$ cat src/sv/bis_pkg.sv
`timescale 1ns / 1ps

package bis_pkg;

   // default sizes of the image store and the number formats
   localparam int MAX_COLS_DEF    = 256;
   localparam int MAX_ROWS_DEF    = 256;
   localparam int SAMPLE_BITS_DEF = 16;
   localparam int FRAC_BITS_DEF   = 8;

   // fixed widths of the port fields
   localparam int POS_W      = 16;
   localparam int CHAN_W     = 2;
   localparam int DATA_W     = 16;
   localparam int CSR_IDX_W  = 2;
   localparam int CSR_DATA_W = 9;

   // integer coordinates with room for the ceil neighbor
   localparam int COORD_W = POS_W + 1;

   localparam int PLANES      = 3;
   localparam int CORNERS     = 4;
   localparam int QUEUE_DEPTH = 2;

   // register reset values
   localparam logic [CSR_DATA_W-1:0] IMAGE_COLS_RST = 9'd256;
   localparam logic [CSR_DATA_W-1:0] IMAGE_ROWS_RST = 9'd256;

   // register indexes on the csr port
   typedef enum logic [CSR_IDX_W-1:0] {
      CSR_IMAGE_COLS = 2'd0,
      CSR_IMAGE_ROWS = 2'd1
   } csr_index_type;

   // request action codes
   typedef enum logic {
      ACT_LOAD   = 1'b0,
      ACT_SAMPLE = 1'b1
   } action_type;

   // what the back end does with one queued command
   typedef enum logic [1:0] {
      CMD_LOAD  = 2'd0,
      CMD_ZERO  = 2'd1,
      CMD_BLEND = 2'd2
   } cmd_kind_type;

   // width of one queued command: kind, outside, plane, four corners, sample
   function automatic int cmd_bits(int row_w, int col_w, int wgt_w, int sample_w);
      return $bits(cmd_kind_type) + 1 + CHAN_W + CORNERS * (row_w + col_w + wgt_w)
             + sample_w;
   endfunction

endpackage

$ cat src/sv/bis_front.sv
`timescale 1ns / 1ps

module bis_front #(
   parameter int MAX_COLS    = bis_pkg::MAX_COLS_DEF,
   parameter int MAX_ROWS    = bis_pkg::MAX_ROWS_DEF,
   parameter int SAMPLE_BITS = bis_pkg::SAMPLE_BITS_DEF,
   parameter int FRAC_BITS   = bis_pkg::FRAC_BITS_DEF,
   parameter int CMD_W       = 64
) (
   input  logic                            clock,
   input  logic                            reset,
   input  logic                            csr_valid,
   output logic                            csr_ready,
   input  logic [bis_pkg::CSR_IDX_W-1:0]   csr_index,
   input  logic [bis_pkg::CSR_DATA_W-1:0]  csr_data,
   input  logic                            start,
   output logic                            busy,
   input  logic                            req_action,
   input  logic [bis_pkg::POS_W-1:0]       req_pos_x,
   input  logic [bis_pkg::POS_W-1:0]       req_pos_y,
   input  logic [bis_pkg::CHAN_W-1:0]      req_channel,
   input  logic [bis_pkg::DATA_W-1:0]      req_sample_in,
   output logic                            q_push,
   output logic [CMD_W-1:0]                q_data,
   input  logic                            q_full
);

   localparam int COORD_W    = bis_pkg::COORD_W;
   localparam int POS_W      = bis_pkg::POS_W;
   localparam int CHAN_W     = bis_pkg::CHAN_W;
   localparam int ROW_W      = $clog2(MAX_ROWS);
   localparam int COL_W      = $clog2(MAX_COLS);
   localparam int WGT_W      = 2 * FRAC_BITS + 1;
   localparam int GW         = FRAC_BITS + 1;
   localparam int DIRECT_MAX = ((1 << FRAC_BITS) - 1) / 100;

   typedef struct packed {
      bis_pkg::cmd_kind_type                   kind;
      logic                                    outside;
      logic [CHAN_W-1:0]                       plane;
      logic [bis_pkg::CORNERS-1:0][ROW_W-1:0]  row;
      logic [bis_pkg::CORNERS-1:0][COL_W-1:0]  col;
      logic [bis_pkg::CORNERS-1:0][WGT_W-1:0]  wgt;
      logic [SAMPLE_BITS-1:0]                  data;
   } cmd_type;

   logic [bis_pkg::CSR_DATA_W-1:0] image_cols_ff, image_cols_in;
   logic [bis_pkg::CSR_DATA_W-1:0] image_rows_ff, image_rows_in;

   logic [COORD_W-1:0]   cols, rows;
   logic [COORD_W-1:0]   ix, iy, cx, cy;
   logic [FRAC_BITS-1:0] fx, fy;
   logic [GW-1:0]        gx, gy;
   logic [2*GW-1:0]      w_ff_full, w_cf_full, w_fc_full, w_cc_full;
   logic                 in_image, plane_ok, direct, keep;
   logic                 bd_c2, bd_c3, bd_c4;
   cmd_type              cmd;

   function automatic logic at_border(logic [COORD_W-1:0] c, logic [COORD_W-1:0] r,
                                      logic [COORD_W-1:0] nc, logic [COORD_W-1:0] nr);
      logic res;
      res = (c == '0) || (c >= nc - COORD_W'(1)) || (r == '0) || (r >= nr - COORD_W'(1));
      return res;
   endfunction

   function automatic logic [COORD_W-1:0] clamp_size(logic [bis_pkg::CSR_DATA_W-1:0] v,
                                                     int hi);
      logic [COORD_W-1:0] res;
      res = COORD_W'(v);
      if (res < COORD_W'(2)) begin
         res = COORD_W'(2);
      end else if (res > COORD_W'(hi)) begin
         res = COORD_W'(hi);
      end
      return res;
   endfunction

   // configuration registers, always ready
   always_comb begin
      image_cols_in = image_cols_ff;
      image_rows_in = image_rows_ff;
      if (csr_valid) begin
         case (csr_index)
            bis_pkg::CSR_IMAGE_COLS: image_cols_in = csr_data;
            bis_pkg::CSR_IMAGE_ROWS: image_rows_in = csr_data;
            default: ;
         endcase
      end
   end

   always_ff @(posedge clock) begin
      if (reset) begin
         image_cols_ff <= bis_pkg::IMAGE_COLS_RST;
         image_rows_ff <= bis_pkg::IMAGE_ROWS_RST;
      end else begin
         image_cols_ff <= image_cols_in;
         image_rows_ff <= image_rows_in;
      end
   end

   assign csr_ready = 1'b1;

   // position split and bounds
   assign cols = clamp_size(image_cols_ff, MAX_COLS);
   assign rows = clamp_size(image_rows_ff, MAX_ROWS);
   assign ix   = COORD_W'(req_pos_x[POS_W-1:FRAC_BITS]);
   assign iy   = COORD_W'(req_pos_y[POS_W-1:FRAC_BITS]);
   assign fx   = req_pos_x[FRAC_BITS-1:0];
   assign fy   = req_pos_y[FRAC_BITS-1:0];
   assign cx   = ix + COORD_W'(fx != '0);
   assign cy   = iy + COORD_W'(fy != '0);

   assign in_image = (ix < cols) && (iy < rows);
   assign plane_ok = (req_channel < CHAN_W'(bis_pkg::PLANES));
   assign direct   = (fx <= FRAC_BITS'(DIRECT_MAX)) && (fy <= FRAC_BITS'(DIRECT_MAX));

   // border neighbors, and every neighbor of a direct return, fall back to the floor corner
   assign bd_c2 = direct || at_border(cx, iy, cols, rows);
   assign bd_c3 = direct || at_border(ix, cy, cols, rows);
   assign bd_c4 = direct || at_border(cx, cy, cols, rows);

   // bilinear weights
   assign gx        = GW'(1 << FRAC_BITS) - GW'(fx);
   assign gy        = GW'(1 << FRAC_BITS) - GW'(fy);
   assign w_ff_full = gx * gy;
   assign w_cf_full = GW'(fx) * gy;
   assign w_fc_full = gx * GW'(fy);
   assign w_cc_full = GW'(fx) * GW'(fy);

   // classify and build the command
   always_comb begin
      cmd.outside = !in_image;
      cmd.plane   = req_channel;
      cmd.data    = SAMPLE_BITS'(req_sample_in);
      cmd.row[0]  = ROW_W'(iy);
      cmd.col[0]  = COL_W'(ix);
      cmd.row[1]  = ROW_W'(iy);
      cmd.col[1]  = bd_c2 ? COL_W'(ix) : COL_W'(cx);
      cmd.row[2]  = bd_c3 ? ROW_W'(iy) : ROW_W'(cy);
      cmd.col[2]  = COL_W'(ix);
      cmd.row[3]  = bd_c4 ? ROW_W'(iy) : ROW_W'(cy);
      cmd.col[3]  = bd_c4 ? COL_W'(ix) : COL_W'(cx);
      if (direct) begin
         cmd.wgt[0] = WGT_W'(1) << (2 * FRAC_BITS);
         cmd.wgt[1] = '0;
         cmd.wgt[2] = '0;
         cmd.wgt[3] = '0;
      end else begin
         cmd.wgt[0] = w_ff_full[WGT_W-1:0];
         cmd.wgt[1] = w_cf_full[WGT_W-1:0];
         cmd.wgt[2] = w_fc_full[WGT_W-1:0];
         cmd.wgt[3] = w_cc_full[WGT_W-1:0];
      end
      if (req_action == bis_pkg::ACT_LOAD) begin
         cmd.kind = bis_pkg::CMD_LOAD;
         keep     = in_image && plane_ok;
      end else if (!in_image || !plane_ok) begin
         cmd.kind = bis_pkg::CMD_ZERO;
         keep     = 1'b1;
      end else begin
         cmd.kind = bis_pkg::CMD_BLEND;
         keep     = 1'b1;
      end
   end

   assign busy   = q_full;
   assign q_push = start && !q_full && keep;
   assign q_data = cmd;

endmodule

$ cat config.mk
export PLATFORM = sky130hd
export DESIGN_NAME = bis_front
export DESIGN_NICKNAME = d
export VERILOG_FILES = /design/src/sv/bis_pkg.sv /design/src/sv/bis_front.sv
export SDC_FILE = /design/constraint.sdc
export NUM_CORES = 1
export LEC_CHECK = 0
export ABC_CLOCK_PERIOD_IN_PS = 15600
export BUFFER_PORTS_ARGS = -buffer_cell sky130_fd_sc_hd__buf_2
export CORE_MARGIN = 8
export CORE_UTILIZATION = 56
export DETAILED_ROUTE_END_ITERATION = 10
export PLACE_DENSITY = 0.79
export SETUP_SLACK_MARGIN = 0.05
export SKIP_CTS_REPAIR_TIMING = 1
export SLEW_MARGIN = 30
export SYNTH_ARGS = -nofsm -noshare
export SYNTH_HDL_FRONTEND = slang
export SYNTH_SLANG_ARGS = --single-unit
$ cat constraint.sdc
create_clock -name clock -period 15.6 [get_ports clock]
set_input_delay 2.34 -clock clock [delete_from_list [all_inputs] [get_ports clock]]
set_output_delay 2.34 -clock clock [all_outputs]
set_load 0.02 [all_outputs]
==> results by stage <==
Global route:
- Global routing used 20.5% of the available tracks across all layers.
- The maximum number of pins on one net before global-route repair is 47.
- The number of global-route vias before repair is 7217.
- The number of antenna violations at the first check in global routing is 0.
- The wire length of the first global-routing pass is 34.1 mm.
- The overflow left after global routing is 0.

Timing:
- The worst clock skew is 0 ns.
- The number of failing setup endpoints in the final timing report is 0.
- Measured against its own limit, the worst slew margin works out to 34.4%.
- Dividing the final minimum period by the clock period gives 71.5%.
- The worst path needs 11.15 ns of the cycle, external delays included.
- The total negative slack is 0 ns.
- For the pin with the worst max-slew slack, the measured transition is 0.976 ns.
- The hold violation total from the final report came to 0.
- The achievable frequency is 89.7 MHz.
- Setup repair after global routing left no endpoint under its margin.
- The max-slew violation count is 0.

Detailed routing:
- The met3 wirelength from detailed routing is 1.48 mm.
- For this block, the routed nets add up to 19.5 mm of wire.
- The met2 wirelength from detailed routing is 9.23 mm.
- For this run, design rule violations remaining after detail routing come to 0.
- Using the TritonRoute via totals, the vias-per-cell ratio works out to 5.43.
- The detailed-router iteration count before antenna repair is 5.
- The highest signal layer in the routed design is met4.
- The final route contains 7011 vias.
- The detailed-route wire length on metal 1 is 8.22 mm.
- The detailed router's first-iteration violation count is 507.
- Once detail routing completed, the nets flagged for antenna violations numbered 0.
- The detail-routed net length per standard cell is 15.1 µm.

Synth:
- The share of synthesized flip-flops with an asynchronous set or reset is 0%.
- During synthesis, Yosys emitted a total of 0 warnings.
- The post-synthesis register bit count is 18.
- For this run, the register share of the synthesized area comes to 4.19%.
- The number of nets produced by synthesis is 1364.
- After synthesis the cells add up to 8600 µm².
- The average cell area after synthesis is 8.19 µm².
- The number of different library cells in the post-synthesis netlist is 50.
- The post-synthesis instance total is 1049.
- Yosys mapped a number of flops with a built-in enable equal to 0.
- The dominant synthesized flop cell is dfxtp_1.

Clocking:
- The total CTS buffers is 3.
- CTS built an H-tree with a depth of 1.
- The worst-skew pair later-pin latency is 0.25 ns.
- The register clock-pin slew on the reported worst setup and hold paths is 0.05 ns.
- The root cell of the clock tree is clkbuf_16.
- The clock tree from TritonCTS is yes.
- The largest buffer count on any clock path is 2.
- Clock tree synthesis found a total of 18 sinks.

Setup path:
- The worst setup path is launched from an input pin.
- The critical path class is input pin to output port.
- The origin of the worst setup path is req_pos_x[0].
- The highest fanout seen on the critical path is 15.
- The arrival time at the worst endpoint is 8.81 ns.
- At the worst endpoint, the required time is 13.26 ns.
- The startpoint of the worst register-to-register path is image_cols_ff[8].
- The kind of capture point of the worst setup path is an output port.

Finish:
- After filler insertion, the fill cell instance count of the layout stands at 1327.
- Summing all flip-flop and latch instances after layout gives 360 µm².
- The area overhead of the layout relative to synthesis is 7.23%.
- Cells with a size suffix above 1 make up 11.4% of the layout.
- The final layout contains 1418 nets.
- The number of antenna diodes in the final layout is 0.
- In the final layout, the multi-input gates occupy 7240 µm².
- The non-filler instance count after layout is 1290.
- The post-layout instance area is 9220 µm².

Die:
- The placeable core area is 15100 µm².
- The area of the die is 19600 µm².
- The die height is 140 µm.
- The effective utilization at floorplan is 57.0%.
- Row generation in the floorplan step produced 45 rows.
- The overall die width is 140 µm.
- For this design the top-level I/O count stands at 134.

Placement:
- In this run the tool buffered the top-level ports with 100 buffer cells.
- The HPWL after detailed placement is 16.0 mm.
- The number of placed instances, taps included, is 1286.
- The post-detailed-placement cell area is 9110 µm².
- At the end of routability-driven placement, the weighted congestion stood at 0.885.

Status:
- The run finished with clean final reports.

Power:
- The static leakage power is 4.95 nW.
- Summing internal, switching and leakage power gives 0.00130 W.
- The power density over the cells is 142 nW/µm².
- The worst-case IR drop observed on VDD is 0.000124 V.

Worst hold path:
- The type of the tightest min-delay check is flip-flop to flip-flop.
- The worst hold path begins at image_cols_ff[0].

Flow run:
- Across the run, the number of max-cap violations was 0.
## stage by stage
stage / setup WS [ns] / utilization (%) / hold slack (ns)
after floorplan: 5.52 / - / 0.446
after global placement: 4.46 / 60.2 / 0.458
after detailed placement: 4.55 / 60.4 / 0.477
after CTS: 4.54 / 61.0 / 0.487
after global routing: 4.15 / 61.1 / 0.522
final: 4.45 / 61.1 / 0.479
## power breakdown
group	switching, W	leakage, nW	total [W]	internal, W
clock network	0.0000175	0.0442	0.0000565	0.0000390
logic	0.000744	4.76	0.00120	0.000455
registers	0.00000178	0.146	0.0000495	0.0000477
total	0.000763	4.95	0.00130	0.000542
## flip-flops by register name, indices dropped and copies added (netlist names)
signal,cells
image_cols_ff,9
image_rows_ff,9
## per-layer routing
layer | GRT usage [%] | vias to the layer above
met1 | 26.7 | 3374
met4 | 5.66 | 0
met3 | 2.92 | 50
met5 | 0 | -
met2 | 35.1 | 259
li1 | - | 3328
## critical path, cell delays in order
cell      delay [ns]
buf_2           0.17
inv_1           0.22
ha_1            0.35
or3b_4          0.45
or3_4           0.37
xor2_2          0.59
nand2_1         0.25
fa_1            0.59
inv_1           0.05
fa_1            0.47
ha_1            0.29
inv_1           0.05
fa_1            0.54
inv_1           0.05
ha_1            0.34
a21oi_1         0.22
o211ai_1        0.17
o41a_1          0.40
a311oi_1        0.33
xnor2_1         0.28
nand2b_1        0.10
buf_2           0.18
## area by class of cell
type,count,share of cell area (%)
timing repair buffer,108,6.08
sequential,18,3.91
multi-input combinational,776,78.5
tap,188,2.55
inverter,196,7.98
clock buffer,4,0.964
## cells in the final DEF (no fill, tap or decap), types with 17 or more instances in the layout
cell,count
dfxtp_1,18
nand2b_1,17
nand2_1,86
fa_1,131
and2_1,109
nor2_1,99
inv_1,196
ha_1,117
a21oi_1,24
xnor2_1,24
xor2_1,27
buf_2,100
## worst paths after layout
path,depth (start not counted),slack [ns],to
min reg2reg,2,0.48,image_cols_ff[0]
min,2,0.48,image_cols_ff[0]
max,22,4.45,q_data[32]
max reg2reg,2,14.66,image_cols_ff[8]
## cells in the mapped netlist (4+ instances only)
cell type / n / share of area, %
a211o_1: 4 / 0.41
a21o_1: 7 / 0.61
a21oi_1: 24 / 1.4
a31oi_1: 4 / 0.29
and2_1: 109 / 7.9
buf_4: 23 / 2.0
clkbuf_1: 34 / 1.5
dfxtp_1: 18 / 4.2
fa_1: 131 / 31
ha_1: 117 / 17
inv_1: 196 / 8.6
mux2i_1: 16 / 1.9
nand2_1: 86 / 3.8
nand2b_1: 17 / 1.2
nand3_1: 12 / 0.70
nor2_1: 99 / 4.3
nor2b_1: 16 / 1.2
nor3_1: 11 / 0.64
nor3b_1: 4 / 0.35
nor4_1: 4 / 0.29
o211ai_1: 6 / 0.52
o21a_1: 4 / 0.35
o21ai_0: 8 / 0.47
or4_1: 4 / 0.35
xnor2_1: 27 / 2.8
xor2_1: 29 / 3.0
## cells by family after synthesis
logic type               Yosys count  synth area share, %
XOR/XNOR                          57                 5.97
AO/OA/AOI/OAI                     77                 6.00
adder cells (fa/ha/maj)          248                 47.5
flip-flops                        18                 4.19
multiplexers                      17                 2.02
other                              1               0.0436
buffers and inverters            255                 12.1
AND/OR/NAND/NOR                  376                 22.1
Power figures use the tool's default switching activity.
