--- config.mk ---
export PLATFORM = sky130hd
export DESIGN_NAME = bis_queue
export DESIGN_NICKNAME = d
export VERILOG_FILES = /design/src/sv/bis_pkg.sv /design/src/sv/bis_queue.sv
export SDC_FILE = /design/constraint.sdc
export NUM_CORES = 1
export LEC_CHECK = 0
export ABC_AREA = 0
export BUFFER_PORTS_ARGS = -buffer_cell sky130_fd_sc_hd__buf_2
export CAP_MARGIN = 0
export CORE_UTILIZATION = 52
export DETAILED_ROUTE_END_ITERATION = 6
export PLACE_DENSITY = 0.8
export SYNTH_ARGS = -nofsm -noshare
export SYNTH_HDL_FRONTEND = slang
export SYNTH_SLANG_ARGS = --single-unit
--- constraint.sdc ---
create_clock -name clock -period 2.02 [get_ports clock]
set_clock_uncertainty 0.05 [all_clocks]
set_input_delay 0.202 -clock clock [delete_from_list [all_inputs] [get_ports clock]]
set_output_delay 0.202 -clock clock [all_outputs]
set_load 0.02 [all_outputs]
--- src/sv/bis_pkg.sv ---
`timescale 1ns / 1ps

package bis_pkg;

   // default sizes of the image store and the number formats
   localparam int MAX_COLS_DEF    = 256;
   localparam int MAX_ROWS_DEF    = 256;
   localparam int SAMPLE_BITS_DEF = 16;
   localparam int FRAC_BITS_DEF   = 8;

   // fixed widths of the port fields
   localparam int POS_W      = 16;
   localparam int CHAN_W     = 2;
   localparam int DATA_W     = 16;
   localparam int CSR_IDX_W  = 2;
   localparam int CSR_DATA_W = 9;

   // integer coordinates with room for the ceil neighbor
   localparam int COORD_W = POS_W + 1;

   localparam int PLANES      = 3;
   localparam int CORNERS     = 4;
   localparam int QUEUE_DEPTH = 2;

   // register reset values
   localparam logic [CSR_DATA_W-1:0] IMAGE_COLS_RST = 9'd256;
   localparam logic [CSR_DATA_W-1:0] IMAGE_ROWS_RST = 9'd256;

   // register indexes on the csr port
   typedef enum logic [CSR_IDX_W-1:0] {
      CSR_IMAGE_COLS = 2'd0,
      CSR_IMAGE_ROWS = 2'd1
   } csr_index_type;

   // request action codes
   typedef enum logic {
      ACT_LOAD   = 1'b0,
      ACT_SAMPLE = 1'b1
   } action_type;

   // what the back end does with one queued command
   typedef enum logic [1:0] {
      CMD_LOAD  = 2'd0,
      CMD_ZERO  = 2'd1,
      CMD_BLEND = 2'd2
   } cmd_kind_type;

   // width of one queued command: kind, outside, plane, four corners, sample
   function automatic int cmd_bits(int row_w, int col_w, int wgt_w, int sample_w);
      return $bits(cmd_kind_type) + 1 + CHAN_W + CORNERS * (row_w + col_w + wgt_w)
             + sample_w;
   endfunction

endpackage

--- src/sv/bis_queue.sv ---
`timescale 1ns / 1ps

module bis_queue #(
   parameter int WIDTH = 8,
   parameter int DEPTH = bis_pkg::QUEUE_DEPTH
) (
   input  logic             clock,
   input  logic             reset,
   input  logic             push,
   input  logic [WIDTH-1:0] push_data,
   input  logic             pop,
   output logic [WIDTH-1:0] head,
   output logic             empty,
   output logic             full
);

   localparam int PTR_W = $clog2(DEPTH);
   localparam int CNT_W = $clog2(DEPTH + 1);

   logic [WIDTH-1:0] entry_ff [DEPTH];
   logic [PTR_W-1:0] wr_ptr_ff, wr_ptr_in;
   logic [PTR_W-1:0] rd_ptr_ff, rd_ptr_in;
   logic [CNT_W-1:0] count_ff, count_in;

   // pointer and fill count update
   always_comb begin
      wr_ptr_in = wr_ptr_ff;
      rd_ptr_in = rd_ptr_ff;
      count_in  = count_ff;
      if (push) begin
         wr_ptr_in = (wr_ptr_ff == PTR_W'(DEPTH - 1)) ? '0 : wr_ptr_ff + PTR_W'(1);
      end
      if (pop) begin
         rd_ptr_in = (rd_ptr_ff == PTR_W'(DEPTH - 1)) ? '0 : rd_ptr_ff + PTR_W'(1);
      end
      if (push && !pop) begin
         count_in = count_ff + CNT_W'(1);
      end else if (pop && !push) begin
         count_in = count_ff - CNT_W'(1);
      end
   end

   always_ff @(posedge clock) begin
      if (reset) begin
         wr_ptr_ff <= '0;
         rd_ptr_ff <= '0;
         count_ff  <= '0;
      end else begin
         wr_ptr_ff <= wr_ptr_in;
         rd_ptr_ff <= rd_ptr_in;
         count_ff  <= count_in;
      end
   end

   // entry storage
   always_ff @(posedge clock) begin
      if (push) begin
         entry_ff[wr_ptr_ff] <= push_data;
      end
   end

   assign head  = entry_ff[rd_ptr_ff];
   assign empty = (count_ff == '0);
   assign full  = (count_ff == CNT_W'(DEPTH));

   a_no_pop_empty: assert property (@(posedge clock) disable iff (reset)
      pop |-> !empty)
      else $error("queue popped while empty");

   a_no_push_full: assert property (@(posedge clock) disable iff (reset)
      push && !pop |-> !full)
      else $error("queue pushed while full");

   a_count_bound: assert property (@(posedge clock) disable iff (reset)
      full |=> (count_ff == CNT_W'(DEPTH)) || ($past(pop) && !$past(push)))
      else $error("queue fill count left full without a pop");

endmodule

==> results of run 1 <==
[critical path, cell delays in order, from the launching register on]
cell     delay (ns)
dfxtp_1        0.53
mux2_2         0.38
buf_2          0.16
[registers in the layout, summed over array words and instances (netlist names), named ones only]
signal     cells
entry_ff      16
count_ff       2
rd_ptr_ff      1
wr_ptr_ff      1
[kinds of logic (layout without fill, tap and decap cells)]
kind of cell | Yosys count | count (layout) | synth area share
compound gates | 2 | 2 | 0.0128
xor+xnor | 4 | 4 | 0.0447
buf+inv | 2 | 27 | 0.0112
simple gates | 9 | 9 | 0.0591
flops | 21 | 21 | 0.741
fa+ha+maj | 1 | 1 | 0.0160
mux | 8 | 8 | 0.115
[final cells by class]
cell class                 count  area [µm²]  share of cell area
tap                           15        18.8              0.0201
multi-input combinational     24         194               0.207
timing repair buffer          22         113               0.120
clock buffer                   4        26.3              0.0281
sequential                    21         581               0.620
inverter                       1        3.75             0.00401
[power breakdown]
part	total [mW]	internal, mW	switching (mW)
clock network	0.195	0.0769	0.118
logic	0.135	0.0616	0.0730
registers	0.516	0.498	0.0180
total	0.846	0.637	0.209
[placed cells by master, fill, tap and decap left out]
master,n
mux2_2,8
xnor2_1,2
clkbuf_1,1
nor2b_1,1
edfxtp_1,16
xor2_1,2
o21ai_0,1
and2_1,1
buf_2,21
clkbuf_4,3
buf_4,1
a21oi_1,1
dfxtp_1,5
and2b_2,1
ha_1,1
or3_1,1
nor2_1,5
inv_1,1
[layer usage]
metal	global-route usage	vias up
met3	0.0489	4
li1	-	217
met2	0.266	14
met1	0.191	214
met4	0.125	0
met5	0	-
[worst max-delay path by stage]
stage | start | endpoint | depth (start not counted) | slack, ns
CTS | flip-flop | head[5] | 2 | 0.37
global route | flip-flop | head[5] | 2 | 0.31
global placement | flip-flop | head[7] | 2 | 0.73
finish | flip-flop | head[7] | 2 | 0.41
floorplan | wr_ptr_ff | entry_ff[0][0] | 1 | 0.88
detailed placement | flip-flop | head[6] | 2 | 0.72
==> out/results.tsv, run 1 <==
metric	value	unit
status	complete, no violations	
tns	0	ns
synth_cell_type_count	15	
reg2reg_from	wr_ptr_ff	
place_inst	83	
reg2reg_to	entry_ff[1][3]	
fin_crit	1.61	ns
worstHoldPathType	input port to flip-flop	
wl_met3	41	µm
clk_latency	0.30	ns
ir_worst_vdd	584	µV
synthArstFlopShare	0	
cts_setup_buffers	0	
first_iter_violations	1	
clock-root-buffer	clkbuf_4	
syn2layout_area_growth	19.5	%
hold_buffers	0	
grt.total_usage	0.168	
synthTopCellsByCount	16 x edfxtp_1, 8 x mux2_2, 5 x dfxtp_1, 5 x nor2_1	
grt_pass1_vias	412	
worst-r2r-cell-count	1	
synthesis.nets	60	
synthesis.instances	47	
antenna_found_initial	0	
final_util	0.693	
min_from	push_data[2]	
fillers	98	
io_pins	22	
cp-end-kind	primary output	
place_area	910	µm²
core	0.00135	mm²
drive_above_1_share	0.472	
worst_slew_pin_slew	0.372	ns
die_w	40.8	µm
rows	13	
finalSetupViolCount	0	
first_pass_iters	3	
worst_setup_path_start_kind	flip-flop	
netlist_area	783	µm²
clock-sinks	21	
yosys_warnings	0	
power.density	904	mW/mm²
p_total	0.846	mW
timing.final.ws_setup	0.408	ns
gp_congestion	0.596	
routedWlPerCell	12.6	µm
arrival	1.36	ns
hold_path_depth	1	
leakagePower	0.378	nW
diodes	0	
cts_resized	0	
yosys.area.top_type	edfxtp_1	
slew_violations	0	
nets	86	
drc	0	
dp_hpwl	802	µm
rrSetupSlack	0.89	ns
grt_pass1_wl	1720	µm
dp_slack	0.719	ns
wl_met1	504	µm
clockBufferDepth	2	
ys_seq_area_frac	0.741	
initial_core_util	0.580	
vias	449	
synth.avg_cell_area	16.7	µm²
stdcell_area	936	µm²
worstPathMaxFanout	8	
cp.required	1.77	ns
fin_cells	87	
yosys_register_bits	21	
cap_violations	0	
drt.antenna.violating_nets	0	
hold_ws	0.0366	ns
rsz0062_at_grt	false	
numCtsBuffers	3	
synthTopCellsByArea	edfxtp_1 61%, dfxtp_1 13%, mux2_2 12%	
wl_met2	520	µm
holdPathEnd	entry_ff[0][2]	
clock.fmax	0.620	GHz
top_layer	met4	
ys.flop_type	edfxtp_1	
timing.final.crit_share	0.798	
synth_edf_count	16	
gr-total-overflow	0	
synth_top_area_frac	0.613	
die_y	40.8	µm
dieArea	0.00167	mm²
hold_viol_final	0	
slew_headroom	0.752	
clk_pin_slew_worst_paths	0.11	ns
cts.htree.levels	1	
yosysMostFrequentCell	edfxtp_1	
grt_start_max_net_pins	12	
cts_tree	done	
via_per_inst	5.16	
critPathKind	flip-flop to primary output	
port_buffers	21	
wl	1100	µm
Power figures use the tool's default switching activity.
==> run 2: changes to the inputs <==
--- a/config.mk
+++ b/config.mk
@@ -8,9 +8,9 @@
 export ABC_AREA = 0
 export BUFFER_PORTS_ARGS = -buffer_cell sky130_fd_sc_hd__buf_2
 export CAP_MARGIN = 0
-export CORE_UTILIZATION = 52
+export CORE_UTILIZATION = 48
 export DETAILED_ROUTE_END_ITERATION = 6
-export PLACE_DENSITY = 0.8
+export PLACE_DENSITY = 0.74
 export SYNTH_ARGS = -nofsm -noshare
 export SYNTH_HDL_FRONTEND = slang
 export SYNTH_SLANG_ARGS = --single-unit
==> constraint.sdc (replaced) <==
create_clock -name clock -period 1.65 [get_ports clock]
set_clock_uncertainty 0.05 [all_clocks]
set_input_delay 0.165 -clock clock [delete_from_list [all_inputs] [get_ports clock]]
set_output_delay 0.165 -clock clock [all_outputs]
set_load 0.02 [all_outputs]
==> out/results.tsv, run 2 (synthesis results as in run 1) <==
metric	value	unit	change
status	complete, no violations		unchanged
rsz0062_at_grt	false		unchanged
hold_path_depth	1		unchanged
gr-total-overflow	0		unchanged
clk_pin_slew_worst_paths	0.11	ns	about the same
rows	14		was 13
via_per_inst	4.93		was 5.16
worst_slew_pin_slew	0.371	ns	was 0.372 ns
drc	0		unchanged
cap_violations	0		unchanged
clockBufferDepth	2		unchanged
grt.total_usage	0.143		was 0.168
worstHoldPathType	input port to flip-flop		unchanged
vias	454		was 449
clk_latency	0.29	ns	was 0.30 ns
cts.htree.levels	1		unchanged
io_pins	22		unchanged
first_iter_violations	5		was 1
timing.final.crit_share	0.890		
power.density	1060	mW/mm²	was 904 mW/mm²
dieArea	0.00180	mm²	was 0.00167 mm²
clock.fmax	0.681	GHz	
cp.required	1.43	ns	was 1.77 ns
port_buffers	21		unchanged
tns	0	ns	unchanged
grt_pass1_wl	1860	µm	was 1720 µm
core	0.00151	mm²	was 0.00135 mm²
diodes	0		unchanged
leakagePower	0.395	nW	was 0.378 nW
numCtsBuffers	3		unchanged
grt_start_max_net_pins	12		unchanged
largest_reg_flops	16		unchanged
clock-sinks	21		unchanged
first_pass_iters	4		was 3
antenna_found_initial	0		unchanged
routedWlPerCell	12.0	µm	was 12.6 µm
drive_above_1_share	0.461		was 0.472
clock-root-buffer	clkbuf_4		unchanged
syn2layout_area_growth	24.9	%	was 19.5%
grt_pass1_vias	444		was 412
slew_violations	0		unchanged
arrival	1.25	ns	was 1.36 ns
finalSetupViolCount	0		unchanged
slew_headroom	0.753		was 0.752
hold_ws	0.00424	ns	was 0.0366 ns
hold_viol_final	0		unchanged
worst_setup_path_start_kind	flip-flop		unchanged
reg_top3	entry_ff (16), count_ff (2)		unchanged
cp-end-kind	primary output		unchanged
cts_tree	done		unchanged
ir_worst_vdd	563	µV	was 584 µV
die_y	42.4	µm	was 40.8 µm
top_register	entry_ff		unchanged
wl	1110	µm	was 1100 µm
dp_hpwl	771	µm	was 802 µm
worst-r2r-cell-count	2		was 1
die_w	42.4	µm	was 40.8 µm
fin_crit	1.47	ns	
worstPathMaxFanout	8		unchanged
nets	90		was 86
mostFrequentLayoutCell	buf_2		unchanged
critPathKind	flip-flop to primary output		unchanged
drt.antenna.violating_nets	0		unchanged
gp_congestion	0.680		was 0.596
initial_core_util	0.520		was 0.580
most-common-layout-cells	21 x buf_2, 16 x edfxtp_1, 8 x mux2_2		unchanged
-- run 2: cell count changes in the layout (fill, tap and decap cells not counted) --
| cell | previous run | this run |
|---|---|---|
| dfxtp_1 | 5 | 4 |
| dfxtp_2 | 0 | 1 |
| dlygate4sd3_1 | 0 | 4 |
-- run 2: path summary, 6_finish.rpt --
| path | startpoint | to | slack, ns |
|---|---|---|---|
| max | flip-flop | head[1] | 0.18 |
| min | push_data[4] | entry_ff[0][4] | 0.004 |
| max reg2reg | wr_ptr_ff | entry_ff[0][6] | 0.49 |
| min reg2reg | count_ff[1] | count_ff[1] | 0.47 |
-- run 2: cell type report --
cell class                 instances  area (µm²)
sequential                        21         582
inverter                           1        3.75
multi-input combinational         24         194
fill                             120         528
tap                               16        20.0
timing repair buffer              26         153
clock buffer                       4        26.3
-- run 2: per-stage QoR --
step / power [mW] / instances / setup WS, ns / instance area, µm² / util
global route: 1.08 / 92 / 0.125 / 978 / 0.650
CTS: 1.04 / 88 / 0.0254 / 937 / 0.622
detailed placement: 0.813 / 84 / 0.366 / 911 / 0.605
floorplan: 0.752 / 47 / 0.512 / 783 / -
finish: 1.04 / 92 / 0.181 / 978 / 0.650
global placement: 0.806 / 84 / 0.389 / 911 / 0.605
-- run 2: worst max-delay path: stages, from the launching register on --
cell	delay [ns]
dfxtp_2	0.45
mux2_2	0.36
buf_2	0.16
-- run 2: what timing repair did --
item | in CTS | in global routing
buffers inserted | 0 | 0
hold endpoints to repair | 0 | 7
endpoints found under the setup margin | 0 | 3
gates resized for setup | 0 | 1
hold buffers | 0 | 4
-- run 2: metal layers --
metal  track usage  wire length (µm)  part of all wire  vias to the layer above
met5             0                 0                 0                        -
met4        0.0938                10            0.0090                        0
met3        0.0302                56             0.051                        2
met2         0.215               538              0.49                       12
met1         0.187               500              0.45                      213
li1              -                 -                 -                      227
-- run 2: power by group --
| group | internal (mW) | switching (mW) | total [mW] |
|---|---|---|---|
| Sequential | 0.611 | 0.0229 | 0.634 |
| Clock | 0.0939 | 0.142 | 0.236 |
| Combinational | 0.0816 | 0.0901 | 0.172 |
| Total | 0.786 | 0.255 | 1.04 |
==> run 3: changes to the inputs <==
--- a/config.mk
+++ b/config.mk
@@ -8,8 +8,10 @@
 export ABC_AREA = 0
 export BUFFER_PORTS_ARGS = -buffer_cell sky130_fd_sc_hd__buf_2
 export CAP_MARGIN = 0
+export CORE_MARGIN = 10
 export CORE_UTILIZATION = 48
 export DETAILED_ROUTE_END_ITERATION = 6
+export GPL_TIMING_DRIVEN = 0
 export PLACE_DENSITY = 0.74
 export SYNTH_ARGS = -nofsm -noshare
 export SYNTH_HDL_FRONTEND = slang
==> out/results.tsv, run 3 (synthesis results as in run 1) <==
metric	value	unit	change
status	complete, no violations		unchanged
numCtsBuffers	3		unchanged
fillers	118		was 120
finalSetupViolCount	0		unchanged
fin_crit	1.56	ns	was 1.47 ns
cap_violations	0		unchanged
dieArea	0.00365	mm²	was 0.00180 mm²
path_cells	buf_2, mux2_2, buf_2		was mux2_2, buf_2
die_y	60.4	µm	was 42.4 µm
cts_setup_buffers	0		unchanged
slew_headroom	0.527		was 0.753
die_w	60.4	µm	was 42.4 µm
p_total	1.05	mW	was 1.04 mW
largest_reg_flops	16		unchanged
cts_resized	0		unchanged
power.density	1040	mW/mm²	was 1060 mW/mm²
hold_viol_final	0		unchanged
clock.fmax	0.641	GHz	was 0.681 GHz
core	0.00152	mm²	was 0.00151 mm²
reg_top3	entry_ff (16), count_ff (2)		unchanged
gp_congestion	0.672		was 0.680
slowest_stage	mux2_2		was dfxtp_2
wl_met1	558	µm	was 500 µm
switching_share	0.249		was 0.245
worstPathMaxFanout	8		unchanged
final_util	0.666		was 0.650
drc	0		unchanged
vias	468		was 454
clk_latency	0.30	ns	was 0.29 ns
dp_slack	0.305	ns	was 0.366 ns
clock-sinks	21		unchanged
grt_pass1_wl	2200	µm	was 1860 µm
p_int	0.791	mW	was 0.786 mW
cp.required	1.43	ns	about the same
first_pass_iters	4		unchanged
ir_worst_vdd	553	µV	was 563 µV
arrival	1.34	ns	was 1.25 ns
slowest_delay	0.36	ns	was 0.45 ns
hold_ws	0.0195	ns	was 0.00424 ns
via_per_inst	4.88		was 4.93
antenna_found_initial	0		unchanged
dp_hpwl	1000	µm	was 771 µm
cts.htree.levels	1		unchanged
worst_slew_pin_slew	0.708	ns	was 0.371 ns
grt_pass1_vias	510		was 444
rows	14		unchanged
wl	1380	µm	was 1110 µm
top_register	entry_ff		unchanged
initial_core_util	0.514		was 0.520
clk_pin_slew_worst_paths	0.11	ns	about the same
worstHoldPathType	input port to flip-flop		unchanged
cp-end-kind	primary output		unchanged
gr-total-overflow	0		unchanged
grt.total_usage	0.0811		was 0.143
most-common-layout-cells	22 x buf_2, 16 x edfxtp_1, 8 x mux2_2, 8 x dlygate4sd3_1		was 21 x buf_2, 16 x edfxtp_1, 8 x mux2_2
seqPwrFrac	0.594		was 0.608
p_clk_frac	0.227		about the same
routedWlPerCell	14.4	µm	was 12.0 µm
place_area	908	µm²	was 911 µm²
worst_setup_path_start_kind	flip-flop		unchanged
leakagePower	0.411	nW	was 0.395 nW
slew_violations	0		unchanged
power_frac_comb	0.178		was 0.165
io_pins	22		unchanged
path_common_cell	buf_2		
place_inst	84		unchanged
nets	94		was 90
drt.antenna.violating_nets	0		unchanged
critPathKind	flip-flop to primary output		unchanged
mostFrequentLayoutCell	buf_2		unchanged
clock-root-buffer	clkbuf_4		unchanged
wl_met3	114	µm	was 56 µm
syn2layout_area_growth	29.6	%	was 24.9%
first_iter_violations	8		was 5
timing.final.crit_share	0.945		was 0.890
drive_above_1_share	0.425		was 0.461
diodes	0		unchanged
top_layer	met4		unchanged
port_buffers	21		unchanged
hold_buffers	6		was 0
cts_tree	done		unchanged
clockBufferDepth	2		unchanged
rsz0062_at_grt	false		unchanged
stdcell_area	0.00101	mm²	was 978 µm²
fin_cells	96		was 92
timing.final.ws_setup	0.0902	ns	was 0.181 ns
tns	0	ns	unchanged
switchingPower	0.262	mW	was 0.255 mW
wl_met2	665	µm	was 538 µm
grt_start_max_net_pins	12		unchanged
==> run 3: cell types whose count changed in the layout (fill, tap and decap cells not counted), sizes merged <==
cell	before	now
dlygate4sd3	4	8
==> run 3: area by class of cell <==
type,count,area [µm²],share of cell area
clock buffer,4,26.3,0.0259
buffer,1,5.00,0.00493
tap,16,20.0,0.0197
sequential,21,581,0.572
multi-input combinational,24,194,0.191
timing repair buffer,29,185,0.182
inverter,1,3.75,0.00370
==> run 3: path summary, 6_finish.rpt <==
kind                    start              to  slack (ns)  cells after the start
hold reg to reg   count_ff[1]     count_ff[1]        0.47                      2
hold / removal          reset       wr_ptr_ff        0.02                      2
setup reg to reg    wr_ptr_ff  entry_ff[0][7]        0.32                      1
setup / recovery    flip-flop         head[4]        0.09                      3
==> run 3: power by group through the flow <==
stage                     Combinational [mW]  Sequential (mW)  Clock (mW)
after floorplan                        0.117            0.634           0
after detailed placement               0.177            0.639           0
after global placement                 0.172            0.636           0
after global routing                   0.205            0.631       0.270
final                                  0.188            0.626       0.239
after CTS                              0.189            0.627       0.244
==> run 3: metal layers <==
metal	vias to the layer above	GRT usage
li1	235	-
met4	0	0.0577
met1	212	0.0859
met5	-	0
met2	16	0.131
met3	5	0.0292
==> run 3: critical path, delay by kind of cell (launching register included) <==
family / cells / cell delay (ns)
DFF: 1 / 0.32
muxes: 1 / 0.36
buffers and inverters: 2 / 0.36
